`src/hw/rtl/mavsd_pkg.sv`:
```
// ============================================================================
// Moving-average settle detector package
// Shared sample width, register width and controller state encoding.
// ============================================================================
package mavsd_pkg;

    // Width of one signed sample and of the mean.
    localparam int unsigned SAMPLE_W = 16;

    // Width of the settle limit register.
    localparam int unsigned LIMIT_W = 16;

    // Controller states for one transaction.
    typedef enum logic [2:0] {
        ST_IDLE,
        ST_READ,
        ST_UPDATE,
        ST_CALC,
        ST_MEAN,
        ST_DONE
    } state_t;

endpackage

```
`src/hw/rtl/moving_average_settle_detect.sv`:
```
// ============================================================================
// Moving-average filter with settle detection
// Keeps a circular window of the last WINDOW_LEN samples and a running sum,
// returns the truncated mean of the filled entries, and flags when the
// window is full and both extremes lie within settle_limit of the mean.
// ============================================================================
//
//  Channel   Signals                          Direction  Payload
//  -------   ------------------------------   ---------  --------------------
//  in        in_valid / in_ready              input      sample (s16)
//  out       out_valid / out_ready            output     mean (s16), settled
//  cfg       cfg_wr_en                        input      cfg_wr_data (u16)
//
//  The bit-serial restoring divider, one quotient bit per cycle, runs in
//  ST_CALC beside the min/max scan, which reads one entry per cycle
//  through the single window memory read port once the window is full;
//  the later of the two to finish sets when the result is formed. A new
//  sample is only accepted after the previous result has been loaded.
//  Reset (rst_n low, asynchronous) empties the window and clears the sum.
//  A finished result waits in the output register while the next sample
//  is accepted; only a second result stalls on out_ready.
//
module moving_average_settle_detect
    import mavsd_pkg::*;
#(
    parameter int unsigned WINDOW_LEN = 8
) (
    input  logic                       clk,
    input  logic                       rst_n,
    input  logic                       in_valid,
    output logic                       in_ready,
    input  logic signed [SAMPLE_W-1:0] sample,
    output logic                       out_valid,
    input  logic                       out_ready,
    output logic signed [SAMPLE_W-1:0] mean,
    output logic                       settled,
    input  logic                       cfg_wr_en,
    input  logic        [LIMIT_W-1:0]  cfg_wr_data
);

    localparam int unsigned PTR_W  = $clog2(WINDOW_LEN);
    localparam int unsigned CNT_W  = $clog2(WINDOW_LEN + 1);
    localparam int unsigned SUM_W  = SAMPLE_W + $clog2(WINDOW_LEN);
    localparam int unsigned DCNT_W = $clog2(SUM_W + 1);
    localparam int unsigned CMP_W  = SAMPLE_W + 2;

    localparam logic [CNT_W-1:0]  WIN_CNT  = CNT_W'(WINDOW_LEN);
    localparam logic [PTR_W-1:0]  WIN_LAST = PTR_W'(WINDOW_LEN - 1);
    localparam logic [DCNT_W-1:0] DIV_LEN  = DCNT_W'(SUM_W);

    localparam logic signed [SAMPLE_W-1:0] S_MIN = {1'b1, {(SAMPLE_W-1){1'b0}}};
    localparam logic signed [SAMPLE_W-1:0] S_MAX = {1'b0, {(SAMPLE_W-1){1'b1}}};

    // Controller and window state.
    state_t                      state_reg, state_next;
    logic signed [SAMPLE_W-1:0]  sample_reg;
    logic signed [SAMPLE_W-1:0]  window_mem [WINDOW_LEN];
    logic signed [SAMPLE_W-1:0]  rd_data_reg;
    logic        [CNT_W-1:0]     fill_cnt_reg;
    logic        [PTR_W-1:0]     wr_ptr_reg;
    logic signed [SUM_W-1:0]     sum_reg;
    logic        [LIMIT_W-1:0]   settle_limit_reg;

    // Serial divider and window scanner.
    logic        [SUM_W-1:0]     div_reg;
    logic        [CNT_W-1:0]     rem_reg;
    logic        [DCNT_W-1:0]    div_cnt_reg;
    logic                        neg_reg;
    logic        [CNT_W-1:0]     scan_addr_reg;
    logic                        scan_vld_reg;
    logic signed [SAMPLE_W-1:0]  max_reg;
    logic signed [SAMPLE_W-1:0]  min_reg;
    logic signed [SAMPLE_W-1:0]  avg_reg;

    // Output register.
    logic                        out_valid_reg;
    logic signed [SAMPLE_W-1:0]  mean_reg;
    logic                        settled_reg;

    // Decoded control.
    logic                        in_fire;
    logic                        rd_en;
    logic        [PTR_W-1:0]     rd_addr;
    logic                        win_full;
    logic                        scan_issue;
    logic                        scan_done;
    logic                        calc_done;
    logic                        out_slot_free;

    // Datapath intermediates.
    logic signed [SUM_W-1:0]     sample_ext;
    logic signed [SUM_W-1:0]     evict_ext;
    logic signed [SUM_W-1:0]     sum_next;
    logic        [SUM_W-1:0]     sum_mag;
    logic        [CNT_W:0]       trial;
    logic                        q_bit;
    logic        [CNT_W-1:0]     rem_next;
    logic signed [CMP_W-1:0]     spread_hi;
    logic signed [CMP_W-1:0]     spread_lo;
    logic signed [CMP_W-1:0]     limit_ext;
    logic                        settled_next;

    assign win_full      = (fill_cnt_reg == WIN_CNT);
    assign scan_issue    = win_full && (scan_addr_reg != WIN_CNT);
    assign scan_done     = (!win_full || (scan_addr_reg == WIN_CNT)) && !scan_vld_reg;
    assign calc_done     = (div_cnt_reg == '0) && scan_done;
    assign out_slot_free = !out_valid_reg || out_ready;

    // Next-state logic.
    always_comb
    begin
        state_next = state_reg;
        case (state_reg)
            ST_IDLE:   if (in_valid) state_next = ST_READ;
            ST_READ:   state_next = ST_UPDATE;
            ST_UPDATE: state_next = ST_CALC;
            ST_CALC:   if (calc_done) state_next = ST_MEAN;
            ST_MEAN:   state_next = ST_DONE;
            ST_DONE:   if (out_slot_free) state_next = ST_IDLE;
            default:   state_next = ST_IDLE;
        endcase
    end

    // Controller outputs.
    always_comb
    begin
        in_ready = 1'b0;
        rd_en    = 1'b0;
        rd_addr  = scan_addr_reg[PTR_W-1:0];
        case (state_reg)
            ST_IDLE:
            begin
                in_ready = 1'b1;
            end
            ST_READ:
            begin
                rd_en   = 1'b1;
                rd_addr = wr_ptr_reg;
            end
            ST_CALC:
            begin
                rd_en = scan_issue;
            end
            default:
            begin
                in_ready = 1'b0;
            end
        endcase
    end

    assign in_fire = in_valid && in_ready;

    always_ff @(posedge clk or negedge rst_n)
    begin
        if (!rst_n)
            state_reg <= ST_IDLE;
        else
            state_reg <= state_next;
    end

    // Configuration register.
    always_ff @(posedge clk or negedge rst_n)
    begin
        if (!rst_n)
            settle_limit_reg <= '0;
        else if (cfg_wr_en)
            settle_limit_reg <= cfg_wr_data;
    end

    // Sample capture.
    always_ff @(posedge clk)
    begin
        if (in_fire)
            sample_reg <= sample;
    end

    // Window memory: one write port, one registered read port.
    always_ff @(posedge clk)
    begin
        if (state_reg == ST_UPDATE)
            window_mem[wr_ptr_reg] <= sample_reg;
        if (rd_en)
            rd_data_reg <= window_mem[rd_addr];
    end

    // Running sum update; the evicted entry only counts once the window is full.
    assign sample_ext = {{(SUM_W-SAMPLE_W){sample_reg[SAMPLE_W-1]}}, sample_reg};
    assign evict_ext  = win_full
                      ? {{(SUM_W-SAMPLE_W){rd_data_reg[SAMPLE_W-1]}}, rd_data_reg}
                      : '0;
    assign sum_next   = sum_reg + sample_ext - evict_ext;
    assign sum_mag    = sum_next[SUM_W-1] ? SUM_W'(-sum_next) : SUM_W'(sum_next);

    always_ff @(posedge clk or negedge rst_n)
    begin
        if (!rst_n)
        begin
            fill_cnt_reg <= '0;
            wr_ptr_reg   <= '0;
            sum_reg      <= '0;
        end
        else if (state_reg == ST_UPDATE)
        begin
            sum_reg    <= sum_next;
            wr_ptr_reg <= (wr_ptr_reg == WIN_LAST) ? '0 : wr_ptr_reg + 1'b1;
            if (!win_full)
                fill_cnt_reg <= fill_cnt_reg + 1'b1;
        end
    end

    // One restoring-division step: bring in the next dividend bit and
    // subtract the fill count when it fits.
    assign trial    = {rem_reg, div_reg[SUM_W-1]};
    assign q_bit    = (trial >= {1'b0, fill_cnt_reg});
    assign rem_next = q_bit ? CNT_W'(trial - {1'b0, fill_cnt_reg}) : trial[CNT_W-1:0];

    always_ff @(posedge clk or negedge rst_n)
    begin
        if (!rst_n)
            div_cnt_reg <= '0;
        else if (state_reg == ST_UPDATE)
            div_cnt_reg <= DIV_LEN;
        else if ((state_reg == ST_CALC) && (div_cnt_reg != '0))
            div_cnt_reg <= div_cnt_reg - 1'b1;
    end

    always_ff @(posedge clk)
    begin
        if (state_reg == ST_UPDATE)
        begin
            div_reg <= sum_mag;
            rem_reg <= '0;
            neg_reg <= sum_next[SUM_W-1];
        end
        else if ((state_reg == ST_CALC) && (div_cnt_reg != '0))
        begin
            div_reg <= {div_reg[SUM_W-2:0], q_bit};
            rem_reg <= rem_next;
        end
    end

    // Window scan for the extremes, one entry per cycle behind the read port.
    always_ff @(posedge clk or negedge rst_n)
    begin
        if (!rst_n)
        begin
            scan_addr_reg <= '0;
            scan_vld_reg  <= 1'b0;
        end
        else if (state_reg == ST_UPDATE)
        begin
            scan_addr_reg <= '0;
            scan_vld_reg  <= 1'b0;
        end
        else if (state_reg == ST_CALC)
        begin
            scan_vld_reg <= scan_issue;
            if (scan_issue)
                scan_addr_reg <= scan_addr_reg + 1'b1;
        end
    end

    always_ff @(posedge clk)
    begin
        if (state_reg == ST_UPDATE)
        begin
            max_reg <= S_MIN;
            min_reg <= S_MAX;
        end
        else if (scan_vld_reg)
        begin
            if (rd_data_reg > max_reg)
                max_reg <= rd_data_reg;
            if (rd_data_reg < min_reg)
                min_reg <= rd_data_reg;
        end
    end

    // Signed mean from the quotient magnitude; truncation is toward zero.
    always_ff @(posedge clk)
    begin
        if (state_reg == ST_MEAN)
            avg_reg <= neg_reg ? -div_reg[SAMPLE_W-1:0] : div_reg[SAMPLE_W-1:0];
    end

    // Settle test against the configured limit.
    assign spread_hi    = CMP_W'(max_reg) - CMP_W'(avg_reg);
    assign spread_lo    = CMP_W'(avg_reg) - CMP_W'(min_reg);
    assign limit_ext    = {2'b00, settle_limit_reg};
    assign settled_next = win_full && (spread_hi <= limit_ext) && (spread_lo <= limit_ext);

    // Output register.
    always_ff @(posedge clk or negedge rst_n)
    begin
        if (!rst_n)
            out_valid_reg <= 1'b0;
        else if ((state_reg == ST_DONE) && out_slot_free)
            out_valid_reg <= 1'b1;
        else if (out_ready)
            out_valid_reg <= 1'b0;
    end

    always_ff @(posedge clk)
    begin
        if ((state_reg == ST_DONE) && out_slot_free)
        begin
            mean_reg    <= avg_reg;
            settled_reg <= settled_next;
        end
    end

    assign out_valid = out_valid_reg;
    assign mean      = mean_reg;
    assign settled   = settled_reg;

endmodule

```
`config.mk`:
```
export PLATFORM = sky130hd
export DESIGN_NAME = moving_average_settle_detect
export DESIGN_NICKNAME = d
export VERILOG_FILES = /design/src/hw/rtl/mavsd_pkg.sv /design/src/hw/rtl/moving_average_settle_detect.sv
export SDC_FILE = /design/constraint.sdc
export NUM_CORES = 1
export LEC_CHECK = 0
export BUFFER_PORTS_ARGS = -buffer_cell sky130_fd_sc_hd__clkbuf_2
export CAP_MARGIN = 20
export CORE_UTILIZATION = 45
export CTS_CLUSTER_SIZE = 30
export DETAILED_ROUTE_END_ITERATION = 16
export PLACE_DENSITY = 0.63
export SLEW_MARGIN = 20
export SYNTH_ARGS = -nofsm -noshare
export SYNTH_HDL_FRONTEND = slang
export SYNTH_SLANG_ARGS = --single-unit
```
`constraint.sdc`:
```
create_clock -name clk -period 4.2 [get_ports clk]
set_input_delay 0.63 -clock clk [delete_from_list [all_inputs] [get_ports clk]]
set_output_delay 0.63 -clock clk [all_outputs]
set_load 0.02 [all_outputs]
```
==> flow_summary.json <==
{
  "status": "completed",
  "dr.pass1.iters": 5,
  "die_h_um": 196,
  "cp.required_ns": 4.49,
  "cp_data_arrival_time_ns": 4.37,
  "fin_hold_ws_ns": 0.166,
  "preCtsSetupSlack_ns": -0.0427,
  "start_kind": "register",
  "clock.fmax_mhz": 245,
  "grt_pass1_wl_mm": 64.7,
  "utilization": 0.534,
  "syn_inst": 1676,
  "fin_nets": 1983,
  "max_slew_margin": 0.375,
  "n_antenna_cell": 0,
  "finalSetupViolCount": 0,
  "maxCapViolCount": 0,
  "end_kind": "register",
  "path_common_cell": "inv_2",
  "synth_top_cell_area_share": 0.377,
  "dpl_cell_area_um2": 18300,
  "rsz0062_at_grt": "yes",
  "regArea_um2": 8520,
  "powerDensity_nw_per_um2": 900,
  "die_area_um2": 38500,
  "synth_simple_gate_area_frac": 0.161,
  "worst_slack_ns": 0.121,
  "synth_seq_cells": 305,
  "cts_buffers": 35,
  "crit_family": "compound AO/OA/AOI/OAI gates",
  "ctsHoldBuffers": 0,
  "final.setup.tns_ns": 0,
  "io_buffers": 55,
  "stdcell_area_um2": 19700,
  "hold_viol_final": 0,
  "start_util": 0.460,
  "synth_edf_count": 213,
  "yosysTopAreaCell": "edfxtp_1",
  "cts_tree": "yes",
  "placed_cells": 2253,
  "wl_per_cell_um": 17.7,
  "clk_pin_slew_ns": 0.07,
  "synth_ff_type": "edfxtp_1",
  "synth_async_sr_flop_share": 0.184,
  "core-area_um2": 36900,
  "r2r_cells": 17,
  "p_leak_nw": 8.41,
  "vias": 12400,
  "cts_buffer_depth": 3,
  "yosysUniqueCellTypes": 77,
  "multi_input_comb_area_um2": 7800,
  "grt_antenna_before_repair": 0,
  "hold_path.class": "in2async",
  "drv_slew": 0,
  "drive_gt1_frac": 0.145,
  "critPathMaxFanout": 6,
  "yosys-top-cells-count": "nand2_1 (245), edfxtp_1 (213), inv_1 (172)",
  "drcViolationCount": 0,
  "largest_reg_flops": 128,
  "grt_pass1_vias": 12100,
  "cts-root-buf": "clkbuf_16",
  "instances_no_fill": 2327,
  "crit_type": "reg2reg",
  "antenna_left": 0,
  "critPathMaxStageDelay_ns": 0.49,
  "synth_top_family_by_area": "simple AND/OR/NAND/NOR gates",
  "fin_crit_ns": 4.08,
  "syn2layout_area_growth_pct": 16.2,
  "ir_worst_vdd_v": 0.000400,
  "cts.sinks": 305,
  "gr-total-overflow": 0,
  "wl_mm": 41.1,
  "synth.most_common_cell": "nand2_1",
  "synthXorXnorAreaFrac": 0.0413,
  "grtUsageTotal": 0.216,
  "post-route-period-util": 0.971,
  "syn_nets": 1863,
  "cp.depth": 17,
  "synthAdderAreaFrac": 0.120,
  "yosys_warnings": 0,
  "synth_mux_area_frac": 0.00443,
  "crit_start": "fill_cnt_reg[1]",
  "clk_latency_ns": 0.55,
  "fin_skew_ns": 0.0286,
  "drt_iter0_drc": 647,
  "dp_hpwl_mm": 29.0,
  "place_congestion": 0.851,
  "nFillCells": 3268,
  "synth_compound_area_frac": 0.117,
  "via_per_inst": 5.32,
  "power_mw": 17.7,
  "crit_buf_inv": 3,
  "slowest_stage": "fa_1",
  "netlist_area_um2": 17000,
  "synth.avg_cell_area_um2": 10.1,
  "tightest_slew_ns": 0.935,
  "ys_seq_area_frac": 0.502,
  "die_w_um": 196,
  "yosys-top-cells-area": "edfxtp_1 (38%), ha_1 (9.5%), dfrtp_1 (8.3%), nand2_1 (5.4%), dfxtp_1 (4.3%)",
  "crit_chain": "inv_2 > ha_4 > and3_4 > and2_4 > fa_1 > inv_2 > fa_2 > a211o_4 > a21oi_4 > buf_6 > nor2_2 > o41ai_2 > xnor2_2 > a211oi_4 > a21oi_2 > xnor2_1 > mux2_2",
  "ios": 56,
  "grt_max_degree": 77,
  "htree_levels": 2,
  "reg2reg_from": "fill_cnt_reg[1]",
  "row_count": 70
}
## layout by cell type, fill, tap and decap left out, types with 18 or more instances in the layout
cell	instances
a21o_1	24
nand3_1	116
clkbuf_2	55
and2_1	19
o21ai_0	108
nor2_1	75
edfxtp_1	213
a21oi_1	64
inv_1	169
ha_1	125
xor2_1	18
dfxtp_1	36
clkbuf_16	36
nand2_1	244
dfrtp_1	56
buf_4	82
xnor2_1	57
fa_1	20
nor3_1	34
## per-layer routing
| metal | track usage | routed length, um | part of all wire |
|---|---|---|---|
| met1 | 0.271 | 17900 | 0.44 |
| met2 | 0.386 | 20400 | 0.50 |
| met3 | 0.0260 | 1620 | 0.039 |
| met4 | 0.0738 | 1130 | 0.028 |
| met5 | 0 | 0 | 0 |
## worst reg2reg max path, cell delays in order, from the launching register on
cell and delay, ns:
dfrtp_1 0.36, inv_2 0.06, ha_4 0.15, and3_4 0.17, and2_4 0.16, fa_1 0.49
inv_2 0.05, fa_2 0.37, a211o_4 0.36, a21oi_4 0.21, buf_6 0.13, nor2_2 0.04
o41ai_2 0.36, xnor2_2 0.15, a211oi_4 0.30, a21oi_2 0.10, xnor2_1 0.13, mux2_2 0.25
## cell type report
class,instances,area share
Clock buffer,47,0.0483
Multi-Input combinational cell,1138,0.396
Tap cell,504,0.0320
Inverter,173,0.0330
Clock inverter,17,0.00876
Sequential cell,305,0.432
Timing Repair Buffer,143,0.0497
## cell families (layout without fill, tap and decap cells)
group / after synthesis / after routing
xor gates and xnor gates: 80 / 80
buffers and inverters: 233 / 380
adders and majority gates: 150 / 150
muxes: 7 / 7
AOI/OAI and AO/OA: 317 / 317
DFF: 305 / 305
and+or+nand+nor: 584 / 584
## worst paths after layout
kind | to | slack (ns)
min in group clk | sample_reg[11] | 0.26
min reg2reg | min_reg[15] | 0.48
max reg2reg | div_reg[14] | 0.12
max | div_reg[14] | 0.12
min | out_valid | 0.17
max in group asynchronous | sum_reg[14] | 3.07
## power breakdown
group          leakage (nW)  switching [mW]  internal (mW)
Combinational          4.94            5.58           4.28
Sequential             2.93           0.691           4.19
Clock                 0.548            1.24           1.74
Total                  8.41            7.51           10.2
## what timing repair did
action	CTS	global route
endpoints found under the setup margin	8	19
setup buffers	0	9
resized for setup	7	41
pin swaps	2	28
gates cloned	0	1
(Power assumes the default switching activity.)
